[config.mk]
export PLATFORM = sky130hd
export DESIGN_NAME = ntt_butterfly_stage_top_flat
export DESIGN_NICKNAME = d
export VERILOG_FILES = /design/src/hw/rtl/ntt_bfs_pkg.sv /design/src/hw/rtl/ntt_bfs_if.sv /design/src/hw/rtl/ntt_bfs_ctrl.sv /design/src/hw/rtl/ntt_bfs_dp.sv /design/src/hw/rtl/ntt_butterfly_stage_top.sv /design/src/flat_wrapper.sv
export VERILOG_INCLUDE_DIRS = /design/src /design/src/hw/rtl
export SDC_FILE = /design/constraint.sdc
export NUM_CORES = 2
export LEC_CHECK = 0
export BUFFER_PORTS_ARGS = -buffer_cell sky130_fd_sc_hd__buf_4
export CAP_MARGIN = 20
export CORE_MARGIN = 1
export CORE_UTILIZATION = 30
export DETAILED_ROUTE_END_ITERATION = 6
export SLEW_MARGIN = 10
export SYNTH_ARGS = -nofsm -noshare
export SYNTH_HDL_FRONTEND = slang
export SYNTH_SLANG_ARGS = --single-unit
[constraint.sdc]
create_clock -name i_clk -period 10.9 [get_ports i_clk]
set_input_delay 0.545 -clock i_clk [delete_from_list [all_inputs] [get_ports i_clk]]
set_output_delay 0.545 -clock i_clk [all_outputs]
set_load 0.01 [all_outputs]
[src/hw/rtl/ntt_butterfly_stage_top_assert.svh]
// ----------------------------------------------------------------------------
// ntt butterfly stage assertion macros
// Concurrent assertion wrappers shared by the stage modules.
// ----------------------------------------------------------------------------
`ifndef NTT_BUTTERFLY_STAGE_TOP_ASSERT_SVH
`define NTT_BUTTERFLY_STAGE_TOP_ASSERT_SVH

`ifndef NO_ASSERTIONS

// property checked while reset is released
`define NTT_BFS_ASSERT(lbl, clk, rst_n, prop) \
    lbl: assert property (@(posedge clk) disable iff (!rst_n) (prop)) \
        else $error("ntt_bfs assertion failed");

// property checked on every edge, reset included
`define NTT_BFS_ASSERT_ALWAYS(lbl, clk, prop) \
    lbl: assert property (@(posedge clk) (prop)) \
        else $error("ntt_bfs assertion failed");

`else

`define NTT_BFS_ASSERT(lbl, clk, rst_n, prop)
`define NTT_BFS_ASSERT_ALWAYS(lbl, clk, prop)

`endif

`endif

[src/hw/rtl/ntt_bfs_pkg.sv]
// ----------------------------------------------------------------------------
// ntt_bfs_pkg
// Shared widths, codes and controller/datapath command types.
// ----------------------------------------------------------------------------
package ntt_bfs_pkg;

    localparam int DATA_W          = 64;
    localparam int HALF_W          = 17;
    localparam int MAX_HALF_LENGTH = 65536;
    localparam int CNT_W           = $clog2(DATA_W);
    localparam int ADDR_W          = 5;

    // register indexes on the configuration port
    localparam logic [1:0] REG_MODULUS   = 2'd0;
    localparam logic [1:0] REG_ROOT_STEP = 2'd1;
    localparam logic [1:0] REG_HALF_LEN  = 2'd2;
    localparam logic [1:0] REG_NONE      = 2'd3;

    // operations of the shared modular unit
    typedef enum logic [2:0] {
        OP_RED_U,
        OP_RED_V,
        OP_MUL_T,
        OP_RED_RS,
        OP_MUL_W
    } t_op;

    typedef struct packed {
        logic accept;
        logic load;
        logic step_dbl;
        logic use_bit;
        logic step_add;
        logic shift;
        logic store;
        t_op  op;
        logic out_wr;
        logic last;
        logic w_one;
    } t_cmd;

    typedef struct packed {
        logic sh_msb;
    } t_sts;

endpackage

[src/hw/rtl/ntt_bfs_if.sv]
// ----------------------------------------------------------------------------
// ntt_bfs channel interfaces
// Valid/ready channels for butterfly pairs and butterfly results.
// ----------------------------------------------------------------------------
interface ntt_bfs_pair_if;
    logic        valid;
    logic        ready;
    logic [63:0] even_value;
    logic [63:0] odd_value;

    modport source (output valid, output even_value, output odd_value, input ready);
    modport sink   (input valid, input even_value, input odd_value, output ready);
endinterface

interface ntt_bfs_res_if;
    logic        valid;
    logic        ready;
    logic [63:0] sum_value;
    logic [63:0] diff_value;
    logic        block_end;
    logic        out_of_range;

    modport source (output valid, output sum_value, output diff_value,
                    output block_end, output out_of_range, input ready);
    modport sink   (input valid, input sum_value, input diff_value,
                    input block_end, input out_of_range, output ready);
endinterface

[src/hw/rtl/ntt_bfs_ctrl.sv]
// ----------------------------------------------------------------------------
// ntt_bfs_ctrl
// Sequencer: runs reductions and multiplies on the datapath, counts pairs.
// ----------------------------------------------------------------------------
`include "ntt_butterfly_stage_top_assert.svh"

module ntt_bfs_ctrl (
    input  logic                           i_clk,
    input  logic                           i_rst_n,
    input  logic                           i_in_valid,
    output logic                           o_in_ready,
    output logic                           o_out_valid,
    input  logic                           i_out_ready,
    input  logic                           i_restart,
    input  logic [ntt_bfs_pkg::HALF_W-1:0] i_half,
    input  ntt_bfs_pkg::t_sts              i_sts,
    output ntt_bfs_pkg::t_cmd              o_cmd
);
    import ntt_bfs_pkg::*;

    localparam logic [2:0] S_IDLE  = 3'd0;
    localparam logic [2:0] S_LOAD  = 3'd1;
    localparam logic [2:0] S_DBL   = 3'd2;
    localparam logic [2:0] S_ADD   = 3'd3;
    localparam logic [2:0] S_STORE = 3'd4;
    localparam logic [2:0] S_OUT   = 3'd5;

    logic [2:0]        r_state, n_state;
    t_op               r_op, n_op;
    logic [CNT_W-1:0]  r_cnt, n_cnt;
    logic [HALF_W-1:0] r_pair, n_pair;
    logic              r_last, n_last;
    logic              r_out_valid, n_out_valid;
    logic              is_mul;
    logic              out_go;
    logic [HALF_W:0]   pair_inc;

    assign is_mul   = (r_op == OP_MUL_T) || (r_op == OP_MUL_W);
    assign out_go   = !r_out_valid || i_out_ready;
    assign pair_inc = {1'b0, r_pair} + {{HALF_W{1'b0}}, 1'b1};

    assign o_in_ready  = (r_state == S_IDLE);
    assign o_out_valid = r_out_valid;

    // next state and command decode
    always_comb begin
        n_state     = r_state;
        n_op        = r_op;
        n_cnt       = r_cnt;
        n_pair      = r_pair;
        n_last      = r_last;
        n_out_valid = r_out_valid;
        o_cmd       = '0;
        o_cmd.op    = r_op;
        o_cmd.last  = r_last;

        if (r_out_valid && i_out_ready) begin
            n_out_valid = 1'b0;
        end
        if (i_restart) begin
            n_pair      = '0;
            o_cmd.w_one = 1'b1;
        end

        case (r_state)
            S_IDLE: begin
                if (i_in_valid) begin
                    o_cmd.accept = 1'b1;
                    n_last       = (pair_inc >= {1'b0, i_half});
                    n_op         = OP_RED_U;
                    n_state      = S_LOAD;
                end
            end
            S_LOAD: begin
                o_cmd.load = 1'b1;
                n_cnt      = '0;
                n_state    = S_DBL;
            end
            S_DBL: begin
                o_cmd.step_dbl = 1'b1;
                if (is_mul) begin
                    n_state = S_ADD;
                end else begin
                    o_cmd.use_bit = 1'b1;
                    o_cmd.shift   = 1'b1;
                    n_cnt         = r_cnt + 1'b1;
                    if (r_cnt == CNT_W'(DATA_W - 1)) begin
                        n_state = S_STORE;
                    end
                end
            end
            S_ADD: begin
                o_cmd.step_add = i_sts.sh_msb;
                o_cmd.shift    = 1'b1;
                n_cnt          = r_cnt + 1'b1;
                if (r_cnt == CNT_W'(DATA_W - 1)) begin
                    n_state = S_STORE;
                end else begin
                    n_state = S_DBL;
                end
            end
            S_STORE: begin
                o_cmd.store = 1'b1;
                case (r_op)
                    OP_RED_U: begin
                        n_op    = OP_RED_V;
                        n_state = S_LOAD;
                    end
                    OP_RED_V: begin
                        n_op    = OP_MUL_T;
                        n_state = S_LOAD;
                    end
                    OP_MUL_T: n_state = S_OUT;
                    OP_RED_RS: begin
                        n_op    = OP_MUL_W;
                        n_state = S_LOAD;
                    end
                    default: n_state = S_IDLE;
                endcase
            end
            S_OUT: begin
                if (out_go) begin
                    o_cmd.out_wr = 1'b1;
                    n_out_valid  = 1'b1;
                    if (r_last) begin
                        o_cmd.w_one = 1'b1;
                        n_pair      = '0;
                        n_state     = S_IDLE;
                    end else begin
                        n_pair  = pair_inc[HALF_W-1:0];
                        n_op    = OP_RED_RS;
                        n_state = S_LOAD;
                    end
                end
            end
            default: n_state = S_IDLE;
        endcase
    end

    // control registers
    always_ff @(posedge i_clk) begin
        if (!i_rst_n) begin
            r_state     <= S_IDLE;
            r_op        <= OP_RED_U;
            r_cnt       <= '0;
            r_pair      <= '0;
            r_last      <= 1'b0;
            r_out_valid <= 1'b0;
        end else begin
            r_state     <= n_state;
            r_op        <= n_op;
            r_cnt       <= n_cnt;
            r_pair      <= n_pair;
            r_last      <= n_last;
            r_out_valid <= n_out_valid;
        end
    end

    `NTT_BFS_ASSERT(a_accept_leaves_idle, i_clk, i_rst_n, (r_state == S_IDLE && i_in_valid) |=> (r_state == S_LOAD))
    `NTT_BFS_ASSERT(a_pair_in_block, i_clk, i_rst_n, (r_state != S_IDLE) |-> (r_pair < i_half))
    `NTT_BFS_ASSERT(a_out_write_sets_valid, i_clk, i_rst_n, o_cmd.out_wr |=> r_out_valid)
endmodule

[src/hw/rtl/ntt_bfs_dp.sv]
// ----------------------------------------------------------------------------
// ntt_bfs_dp
// Operand registers, bit-serial modular add/double unit, butterfly output.
// ----------------------------------------------------------------------------
`include "ntt_butterfly_stage_top_assert.svh"

module ntt_bfs_dp (
    input  logic                           i_clk,
    input  logic                           i_rst_n,
    input  ntt_bfs_pkg::t_cmd              i_cmd,
    output ntt_bfs_pkg::t_sts              o_sts,
    input  logic [ntt_bfs_pkg::DATA_W-1:0] i_m,
    input  logic [ntt_bfs_pkg::DATA_W-1:0] i_root_step,
    input  logic [ntt_bfs_pkg::DATA_W-1:0] i_even,
    input  logic [ntt_bfs_pkg::DATA_W-1:0] i_odd,
    output logic [ntt_bfs_pkg::DATA_W-1:0] o_sum,
    output logic [ntt_bfs_pkg::DATA_W-1:0] o_diff,
    output logic                           o_block_end,
    output logic                           o_out_of_range
);
    import ntt_bfs_pkg::*;

    logic [DATA_W-1:0] r_u, r_v, r_t, r_rs, r_w;
    logic [DATA_W-1:0] r_sh, r_a, r_acc, n_acc;
    logic [DATA_W-1:0] r_sum, r_diff;
    logic              r_oor, r_blk, r_oor_out;
    logic [DATA_W:0]   step_sum;
    logic [DATA_W:0]   m_ext;
    logic [DATA_W:0]   bf_sum;
    logic [DATA_W-1:0] bf_sum_red, bf_diff;

    assign m_ext        = {1'b0, i_m};
    assign o_sts.sh_msb = r_sh[DATA_W-1];

    // one modular step: double plus bit, or add the operand, then reduce
    always_comb begin
        if (i_cmd.step_add) begin
            step_sum = {1'b0, r_acc} + {1'b0, r_a};
        end else begin
            step_sum = {r_acc, i_cmd.use_bit & r_sh[DATA_W-1]};
        end
        if (step_sum >= m_ext) begin
            n_acc = DATA_W'(step_sum - m_ext);
        end else begin
            n_acc = step_sum[DATA_W-1:0];
        end
    end

    // butterfly sum and difference
    always_comb begin
        bf_sum = {1'b0, r_u} + {1'b0, r_t};
        if (bf_sum >= m_ext) begin
            bf_sum_red = DATA_W'(bf_sum - m_ext);
        end else begin
            bf_sum_red = bf_sum[DATA_W-1:0];
        end
        if (r_u >= r_t) begin
            bf_diff = r_u - r_t;
        end else begin
            bf_diff = r_u - r_t + i_m;
        end
    end

    // twiddle register
    always_ff @(posedge i_clk) begin
        if (!i_rst_n) begin
            r_w <= DATA_W'(1);
        end else if (i_cmd.w_one) begin
            r_w <= DATA_W'(1);
        end else if (i_cmd.store && i_cmd.op == OP_MUL_W) begin
            r_w <= r_acc;
        end
    end

    // operand, accumulator and result registers
    always_ff @(posedge i_clk) begin
        if (i_cmd.accept) begin
            r_u   <= i_even;
            r_v   <= i_odd;
            r_oor <= (i_even >= i_m) || (i_odd >= i_m);
        end
        if (i_cmd.load) begin
            r_acc <= '0;
            case (i_cmd.op)
                OP_RED_U:  r_sh <= r_u;
                OP_RED_V:  r_sh <= r_v;
                OP_MUL_T: begin
                    r_sh <= r_w;
                    r_a  <= r_v;
                end
                OP_RED_RS: r_sh <= i_root_step;
                OP_MUL_W: begin
                    r_sh <= r_rs;
                    r_a  <= r_w;
                end
                default:   r_sh <= r_u;
            endcase
        end else begin
            if (i_cmd.step_dbl || i_cmd.step_add) begin
                r_acc <= n_acc;
            end
            if (i_cmd.shift) begin
                r_sh <= {r_sh[DATA_W-2:0], 1'b0};
            end
        end
        if (i_cmd.store) begin
            case (i_cmd.op)
                OP_RED_U:  r_u  <= r_acc;
                OP_RED_V:  r_v  <= r_acc;
                OP_MUL_T:  r_t  <= r_acc;
                OP_RED_RS: r_rs <= r_acc;
                default:   r_t  <= r_t;
            endcase
        end
        if (i_cmd.out_wr) begin
            r_sum     <= bf_sum_red;
            r_diff    <= bf_diff;
            r_blk     <= i_cmd.last;
            r_oor_out <= r_oor;
        end
    end

    assign o_sum          = r_sum;
    assign o_diff         = r_diff;
    assign o_block_end    = r_blk;
    assign o_out_of_range = r_oor_out;

    `NTT_BFS_ASSERT(a_acc_reduced, i_clk, i_rst_n, (i_cmd.step_dbl || i_cmd.step_add) |-> (r_acc < i_m))
    `NTT_BFS_ASSERT(a_twiddle_reduced, i_clk, i_rst_n, r_w < i_m)
    `NTT_BFS_ASSERT(a_u_reduced, i_clk, i_rst_n, (i_cmd.store && i_cmd.op == OP_RED_U) |=> (r_u < i_m))
endmodule

[src/hw/rtl/ntt_butterfly_stage_top.sv]
// A new pair is taken only once the last one is done, which includes the twiddle update on
// all but a block's last pair; output stalls hold it too. The bit-serial modular unit does
// one 65-bit add and reduce per cycle: 64 steps per reduction, 128 per modular multiply
// (a double and an add for each bit).
// Reset: synchronous active low; twiddle 1, pair count 0, modulus 2, step 1, half length 1.
// ----------------------------------------------------------------------------
// ntt_butterfly_stage_top
// Radix-2 butterfly stage with configuration registers and twiddle tracking.
// ----------------------------------------------------------------------------
module ntt_butterfly_stage_top (
    input  logic                           i_clk,
    input  logic                           i_rst_n,
    ntt_bfs_pair_if.sink                   i_pair,
    ntt_bfs_res_if.source                  o_res,
    input  logic                           psel,
    input  logic                           penable,
    input  logic                           pwrite,
    input  logic [ntt_bfs_pkg::ADDR_W-1:0] paddr,
    input  logic [ntt_bfs_pkg::DATA_W-1:0] pwdata,
    output logic [ntt_bfs_pkg::DATA_W-1:0] prdata,
    output logic                           pready
);
    import ntt_bfs_pkg::*;

    logic [DATA_W-1:0] r_modulus, r_root_step;
    logic [HALF_W-1:0] r_half;
    logic [DATA_W-1:0] m_eff;
    logic [HALF_W-1:0] h_eff;
    logic [1:0]        reg_idx;
    logic              wr_en, restart;
    t_cmd              cmd;
    t_sts              sts;

    assign pready  = 1'b1;
    assign reg_idx = paddr[4:3];
    assign wr_en   = psel && penable && pwrite && pready;
    assign restart = wr_en && (reg_idx != REG_NONE);

    // configuration registers
    always_ff @(posedge i_clk) begin
        if (!i_rst_n) begin
            r_modulus   <= DATA_W'(2);
            r_root_step <= DATA_W'(1);
            r_half      <= HALF_W'(1);
        end else if (wr_en) begin
            case (reg_idx)
                REG_MODULUS:   r_modulus   <= pwdata;
                REG_ROOT_STEP: r_root_step <= pwdata;
                REG_HALF_LEN:  r_half      <= pwdata[HALF_W-1:0];
                default:       r_half      <= r_half;
            endcase
        end
    end

    // register readback
    always_comb begin
        case (reg_idx)
            REG_MODULUS:   prdata = r_modulus;
            REG_ROOT_STEP: prdata = r_root_step;
            REG_HALF_LEN:  prdata = {{(DATA_W-HALF_W){1'b0}}, r_half};
            default:       prdata = '0;
        endcase
    end

    // effective modulus and block length
    always_comb begin
        m_eff = (r_modulus < DATA_W'(2)) ? DATA_W'(2) : r_modulus;
        if (r_half == '0) begin
            h_eff = HALF_W'(1);
        end else if (32'(r_half) > MAX_HALF_LENGTH) begin
            h_eff = HALF_W'(MAX_HALF_LENGTH);
        end else begin
            h_eff = r_half;
        end
    end

    ntt_bfs_ctrl u_ctrl (
        .i_clk       (i_clk),
        .i_rst_n     (i_rst_n),
        .i_in_valid  (i_pair.valid),
        .o_in_ready  (i_pair.ready),
        .o_out_valid (o_res.valid),
        .i_out_ready (o_res.ready),
        .i_restart   (restart),
        .i_half      (h_eff),
        .i_sts       (sts),
        .o_cmd       (cmd)
    );

    ntt_bfs_dp u_dp (
        .i_clk          (i_clk),
        .i_rst_n        (i_rst_n),
        .i_cmd          (cmd),
        .o_sts          (sts),
        .i_m            (m_eff),
        .i_root_step    (r_root_step),
        .i_even         (i_pair.even_value),
        .i_odd          (i_pair.odd_value),
        .o_sum          (o_res.sum_value),
        .o_diff         (o_res.diff_value),
        .o_block_end    (o_res.block_end),
        .o_out_of_range (o_res.out_of_range)
    );
endmodule
[src/flat_wrapper.sv]
// flat-port wrapper written by rule: the top's interface ports become plain ports
module ntt_butterfly_stage_top_flat import ntt_bfs_pkg::*;
  (i_clk, i_rst_n, psel, penable, pwrite, paddr, pwdata, prdata, pready, i_pair_valid, i_pair_even_value, i_pair_odd_value, i_pair_ready, o_res_valid, o_res_sum_value, o_res_diff_value, o_res_block_end, o_res_out_of_range, o_res_ready);
  ntt_bfs_pair_if i_pair_i ();
  ntt_bfs_res_if o_res_i ();
  input  logic i_clk;
  input  logic i_rst_n;
  input  logic psel;
  input  logic penable;
  input  logic pwrite;
  input  logic [ntt_bfs_pkg::ADDR_W-1:0] paddr;
  input  logic [ntt_bfs_pkg::DATA_W-1:0] pwdata;
  output logic [ntt_bfs_pkg::DATA_W-1:0] prdata;
  output logic pready;
  input wire logic [$bits(i_pair_i.valid)-1:0] i_pair_valid;
  input wire logic [$bits(i_pair_i.even_value)-1:0] i_pair_even_value;
  input wire logic [$bits(i_pair_i.odd_value)-1:0] i_pair_odd_value;
  output wire logic [$bits(i_pair_i.ready)-1:0] i_pair_ready;
  output wire logic [$bits(o_res_i.valid)-1:0] o_res_valid;
  output wire logic [$bits(o_res_i.sum_value)-1:0] o_res_sum_value;
  output wire logic [$bits(o_res_i.diff_value)-1:0] o_res_diff_value;
  output wire logic [$bits(o_res_i.block_end)-1:0] o_res_block_end;
  output wire logic [$bits(o_res_i.out_of_range)-1:0] o_res_out_of_range;
  input wire logic [$bits(o_res_i.ready)-1:0] o_res_ready;
  assign i_pair_i.valid = i_pair_valid;
  assign i_pair_i.even_value = i_pair_even_value;
  assign i_pair_i.odd_value = i_pair_odd_value;
  assign i_pair_ready = i_pair_i.ready;
  assign o_res_valid = o_res_i.valid;
  assign o_res_sum_value = o_res_i.sum_value;
  assign o_res_diff_value = o_res_i.diff_value;
  assign o_res_block_end = o_res_i.block_end;
  assign o_res_out_of_range = o_res_i.out_of_range;
  assign o_res_i.ready = o_res_ready;
  ntt_butterfly_stage_top u_core (.i_clk(i_clk), .i_rst_n(i_rst_n), .i_pair(i_pair_i), .o_res(o_res_i), .psel(psel), .penable(penable), .pwrite(pwrite), .paddr(paddr), .pwdata(pwdata), .prdata(prdata), .pready(pready));
endmodule
* Yosys cells after proc, flatten, opt, wreduce, memory -nomap -nowiden *
Cells that the tools add are included.

word-level totals
  output and inout port bits = 197
  bits in registers = 819
  bits of input ports = 204
  RAM bits = 0
  bits in read-only memories = 0
  logic and storage cells = 143
  bits in latches = 0
  memories kept = 0

operators by class
  divide/modulo/power cells = 0
  muxes and demuxes = 54
  multiply operators = 0
  equal/unequal tests = 19
  reductions and logical operators = 30
  $lt $le $gt $ge = 8
  shifts and indexed selects = 0
  bitwise operators = 2
  add/sub/neg operators = 8

operators by type and width
  operator                                                               count
  64-bit two-way mux                                                     12
  64-bit case mux with 4 select lines                                    1
  64-bit greater-or-equal comparator                                     3
  64-bit case mux with 3 select lines                                    1
  64-bit subtractor                                                      3
  64-bit by 64-bit adder with 65-bit output                              2
  65-bit by 64-bit greater-or-equal comparator with 1-bit output         2
  64-bit case mux with 2 select lines                                    1
  17-bit two-way mux                                                     6
  65-bit two-way mux                                                     1
  64-bit adder                                                           1
  64-bit by 2-bit < comparator with 1-bit output, second input constant  1
  3-bit two-way mux                                                      8
  17-bit by 1-bit adder with 18-bit output, second input constant        1
  18-bit by 17-bit greater-or-equal comparator with 1-bit output         1
  3-bit case mux with 3 select lines                                     2
  3-bit case mux with 6 select lines                                     1
  6-bit case mux with 3 select lines                                     1
  17-bit > comparator, second input constant                             1
  17-bit zero test                                                       1
  1-bit two-way mux                                                      16
  2-bit AND reduction                                                    8
  3-bit by 2-bit == test with 1-bit output, second input constant        4
  2-bit inequality test, second input constant                           5
  other kinds (25)                                                       38

* Depth between registers and ports, before layout *
  depth after elaboration = 8
  mapped depth = 30
  gate-level depth less buffers = 28

* Modules after synthesis *
A second synthesis with hierarchy kept.

unflattened totals
  cells, all modules = 7298
  area, all modules = 62787.7 sq um

modules (own cells, without submodules)
  module                   area each (sq um)  instances  cells each
  ntt_bfs_dp               53142.2            1          6075
  ntt_butterfly_stage_top  7442.1             1          939
  ntt_bfs_ctrl             2203.4             1          284

* Worst setup path before layout *
No wires, ideal clock.

  kind = flip-flop to flip-flop
  from = register u_core.u_dp.r_u[1]
  to = register u_core.u_dp.r_sum[58], in the netlist u_core.u_dp.o_sum[58] (data pin)
  setup slack = 4.972 ns
  arrival time = 5.668 ns
  buffers on the path = 1
  cell stages (with the launch flop) = 28
  library setup time = 0.260 ns
  required time = 10.640 ns
  path through = dfxtp_1 inv_1 fa_1 nor2_1 o311a_1 o311ai_1 a31oi_1 and4_1 o21ai_0 o211a_1 o221ai_1 a21oi_1 o21bai_1 xnor2_1 ha_1 clkbuf_1 nand2_1 or3b_2 a311o_1 o311a_1 o21ai_0 o31ai_2 o2111ai_1 a21o_1 a311oi_2 o21ai_0 xor2_1 mux2_2

between the ends
  word-level cells in the longest chain between the ends = 3
  elaborated cells between the ends (all ways) = 4

RTL lines
  element                                                                                                     line                                source
  from (decl)                                                                                                 ntt_bfs_dp.sv:23                    logic [DATA_W-1:0] r_u, r_v, r_t, r_rs, r_w;
  from (signal assigned)                                                                                      ntt_bfs_dp.sv:78                    r_u <= i_even;
  from (signal assigned)                                                                                      ntt_bfs_dp.sv:108                   OP_RED_U: r_u <= r_acc;
  64-bit by 64-bit adder with 65-bit output *                                                                 ntt_bfs_dp.sv:51                    bf_sum = {1'b0, r_u} + {1'b0, r_t};
  64-bit subtractor / 65-bit by 64-bit greater-or-equal comparator with 1-bit output (equally long branches)  ntt_bfs_dp.sv:53, ntt_bfs_dp.sv:52
  64-bit two-way mux *                                                                                        ntt_bfs_dp.sv:52                    if (bf_sum >= m_ext) begin
  named net u_core.u_dp.bf_sum_red[58]                                                                        ntt_bfs_dp.sv:30                    logic [DATA_W-1:0] bf_sum_red, bf_diff;
  to (signal assigned)                                                                                        ntt_bfs_dp.sv:116                   r_sum <= bf_sum_red;
  to (decl)                                                                                                   ntt_bfs_dp.sv:25                    logic [DATA_W-1:0] r_sum, r_diff;

The timed path passes the listed nets; every way through them passes the cells marked *.
A chain may end at the register's enable or synchronous reset.

* Worst setup path after layout *
  from = register u_core.u_dp.r_t[0]
  to = register u_core.u_dp.r_sum[18], in the netlist u_core.u_dp.o_sum[18] (data pin)

between the ends
  word-level cells in the longest chain between the ends = 3
  elaborated cells between the ends (all ways) = 4

RTL lines
  element                                                                                                     line                                source
  from (decl)                                                                                                 ntt_bfs_dp.sv:23
  from (signal assigned)                                                                                      ntt_bfs_dp.sv:110                   OP_MUL_T: r_t <= r_acc;
  from (signal assigned)                                                                                      ntt_bfs_dp.sv:112                   default: r_t <= r_t;
  64-bit by 64-bit adder with 65-bit output *                                                                 ntt_bfs_dp.sv:51
  64-bit subtractor / 65-bit by 64-bit greater-or-equal comparator with 1-bit output (equally long branches)  ntt_bfs_dp.sv:53, ntt_bfs_dp.sv:52
  64-bit two-way mux *                                                                                        ntt_bfs_dp.sv:52
  named net u_core.u_dp.bf_sum_red[18]                                                                        ntt_bfs_dp.sv:30

Marks and branches as above.

==> summary.md <==
| Metric | Value |
|---|---|
| CP max stage delay | 670 ps |
| WHS Endpoint | u_core.r_modulus[1] |
| Fmax | between 100 and 150 MHz |
| Required time worst endpoint | ~11000 ps |
| Delay-heaviest family, CP | compound AO/OA/AOI/OAI gates |
| Height of the die | 455 um |
| Worst-path fanout max | 54 |
| Core area | 203000 um2 |
| TNS Setup | 0 ps |
| Maximum VDD drop | about 0.14 mV |
| Post-synth EDFFs | approximately 390 |
| Num ports | 401 |
| H-tree levels | 3 |
| Min Clock Period, post-route | 9050 ps |
| FF-to-FF End | u_core.u_dp.o_sum[18] |
| Period utilization | 83.0% |
| Final ANT Viol Nets | 0 |
| YS warnings | 0 |
| Layout area overhead | 14.4% |
| Multi-input logic area | 38300 um2 |
| Most used flip-flop cell after synthesis | dfxtp_1 |
| Hold Crit Depth | 3 |
| Die area | 207000 um2 |
| CTS tree | built |
| Drt pass-1 iters | 7 |
| Worst Skew | 72.0 ps |
| Post-Syn Area | 61500 um2 |
| CTS max path bufs | 3 |
| Hold Crit Class | in -> reg |
| Starting density of the core | between 30% and 40% |
| Clk_lat worst skew | 770 ps |
| Routed len/inst | around 26 um |
| Min-delay src | pwdata[1] |
| Die width | 455 um |
| Place WS | 2150 ps |
| Final setup fails | 0 |
| Initial antenna violation count | 36 |
| Initial DRC Count | roughly 6300 |
| Syn_nets | 8256 |
| Register area share after synthesis | approximately a third |
| Layout Utilization | 34.7% |
| Root Driver | clkbuf_16 |
| Slowest CP cell | a21oi_1 |
| Syn Area/Cell | between 8 and 9 um2 |
| Dpl hpwl | 214000 um |
| Num CTS Buffers | 101 |
| Worst Tran Pin Value | 1140 ps |
| CP Buf/Inv Count | 3 |
| Power per cell area | 220 nW/um2 |
| Post-route design area | slightly above 70000 um2 |
| Critical path class | reg -> reg |
| Cell area after placement | 66600 um2 |
| RSZ-0062 raised after global routing | no |
| Final setup margin | 1850 ps |
| Commonest non-fill, non-tap cell in the layout | nand2_1 |
| Routability congestion estimate | 1.00 |
| Max-slew headroom | 23.6% |
| Final Hold Viols | 0 |
| Status | finished, violations left |
| Worst hold slack | 41.5 ps |
| R2R depth | 26 |
| Final #Nets | 8354 |
| Count of cell types in the netlist | 107 |
| Global-route wire length before repair | 389000 um |
| Slew Limit Fails | 0 |
| Startpoint types | register |
| GRT overflow | 0 |
| Largest net degree at the start of global routing | between 100 and 150 |
| Maximum Capacitance Violations | 0 |
| IO Port Bufs | 396 |
| Via-to-Cell Ratio | approximately 5.7 |
| Reg2reg start | u_core.u_dp.r_t[0] |
| Residual DRC | 2 |
| CTS sink count | roughly 820 |
| Share of synthesized registers carrying an async set or reset | 0% |
| Total Routing Usage GR | about 26% |
| CTS clk-pin slew, worst paths | 60 ps |
| Commonest non-fill, non-tap cells in the layout | 1214 x nand2_1, 810 x a21oi_1, 613 x o21ai_0 |
| Num rows | 165 |
| Crit path DAT | 9550 ps |
| Failing checks | design-rule violations |
| Sequential cell area | 20300 um2 |
| Vias in the first global route | 55974 |
| CP Capture Type | register |
| Final WL | ~270000 um |
| Vias | 58937 |
| R2R Setup Slk | 1850 ps |
| FILL cells | 20831 |
| Layout cells sized above 1 | a little under an eighth |
| LEAKAGE | 27.8 nW |
| Yosys reg bits | 819 |
| Post-synthesis cell count | 7516 |
-- cell families after synthesis --
logic type	share of synthesized area, %
mux	5.96
other cells	0.00610
flops	33.0
compound gates	22.2
xor+xnor	5.20
simple gates	17.7
buf+inv	4.97
fa+ha+maj	11.0
-- worst register-to-register path, delay by kind of cell, from the launching register on --
family	cells	cell delay [ps]
AO/OA/AOI/OAI	9	3470
adder cells (fa/ha/maj)	3	920
buffers and inverters	3	620
flip-flops	1	400
multiplexers	1	460
AND/OR/NAND/NOR	10	2920
-- routing by layer --
metal	global-route usage, %	share of wire [%]	up-vias
li1	-	-	27222
met1	33.0	42	28560
met2	41.1	45	2621
met3	4.48	7.9	502
met4	13.0	5.5	32
met5	0	0.073	-
-- worst max path at each step --
stage / from / end / slack [ps] / cells after the start
3_5_place_dp: u_core.u_dp.r_t[0] / u_core.u_dp.o_sum[30] / 2150 / 26
3_3_place_gp: u_core.u_dp.r_t[0] / u_core.u_dp.o_sum[18] / 2200 / 26
5_1_grt: u_core.u_dp.r_t[0] / u_core.u_dp.o_sum[19] / 1790 / 28
4_1_cts: u_core.u_dp.r_t[2] / u_core.u_dp.o_sum[18] / 2090 / 25
2_1_floorplan: u_core.u_dp.r_u[1] / u_core.u_dp.o_sum[58] / 4970 / 27
6_report: u_core.u_dp.r_t[0] / u_core.u_dp.o_sum[18] / 1850 / 26
-- area by class of cell --
type | instances | area share, %
multi-input combinational | 5913 | 54.5
sequential | 819 | 28.8
timing repair buffer | 497 | 5.42
tap | 2672 | 4.75
clock buffer | 143 | 4.17
inverter | 282 | 1.51
clock inverter | 49 | 0.838
antenna | 11 | 0.0391
-- state kept, by name, summed over array words and instances (netlist names), 6 cells and up --
name / count
u_core.r_half: 17
u_core.r_modulus: 64
u_core.r_root_step: 64
u_core.u_ctrl.r_cnt: 6
u_core.u_ctrl.r_pair: 17
u_core.u_dp.o_diff: 64
u_core.u_dp.o_sum: 64
u_core.u_dp.r_a: 64
u_core.u_dp.r_acc: 64
u_core.u_dp.r_rs: 64
u_core.u_dp.r_sh: 64
u_core.u_dp.r_t: 64
u_core.u_dp.r_u: 64
u_core.u_dp.r_v: 64
u_core.u_dp.r_w: 64
-- where the power goes --
part / total [W] / switching, W / internal (W)
logic: 0.00765 / 0.00473 / 0.00291
clock network: 0.00359 / 0.00151 / 0.00208
registers: 0.00423 / 0.000564 / 0.00367
-- per-stage QoR --
stage          instances  power (W)
5_1_grt            10380     0.0163
3_3_place_gp       10161     0.0117
4_1_cts            10372     0.0154
3_5_place_dp       10162     0.0117
2_1_floorplan       7516    0.00948
6_report           10386     0.0155
-- synthesized netlist by cell type (111+ instances only) --
cell type,number,area (um2)
nand2_1,1217,4570
a21oi_1,810,4050
o21ai_0,614,3070
nor2_1,538,2020
ha_1,530,6630
dfxtp_1,432,8650
clkbuf_1,419,1570
edfxtp_1,387,11600
inv_1,270,1010
xnor2_1,245,2150
a21o_1,188,1410
a31oi_1,173,1080
nand3_1,153,766
xor2_1,120,1050
nand4_1,118,738
mux2i_1,111,1110
-- repair_timing --
action,CTS,global route
setup endpoints to repair,0,0
resized for setup,0,0
setup buffers,0,0
hold buffers,18,0
endpoints found under the hold margin,30,0
(Power assumes the default switching activity.)
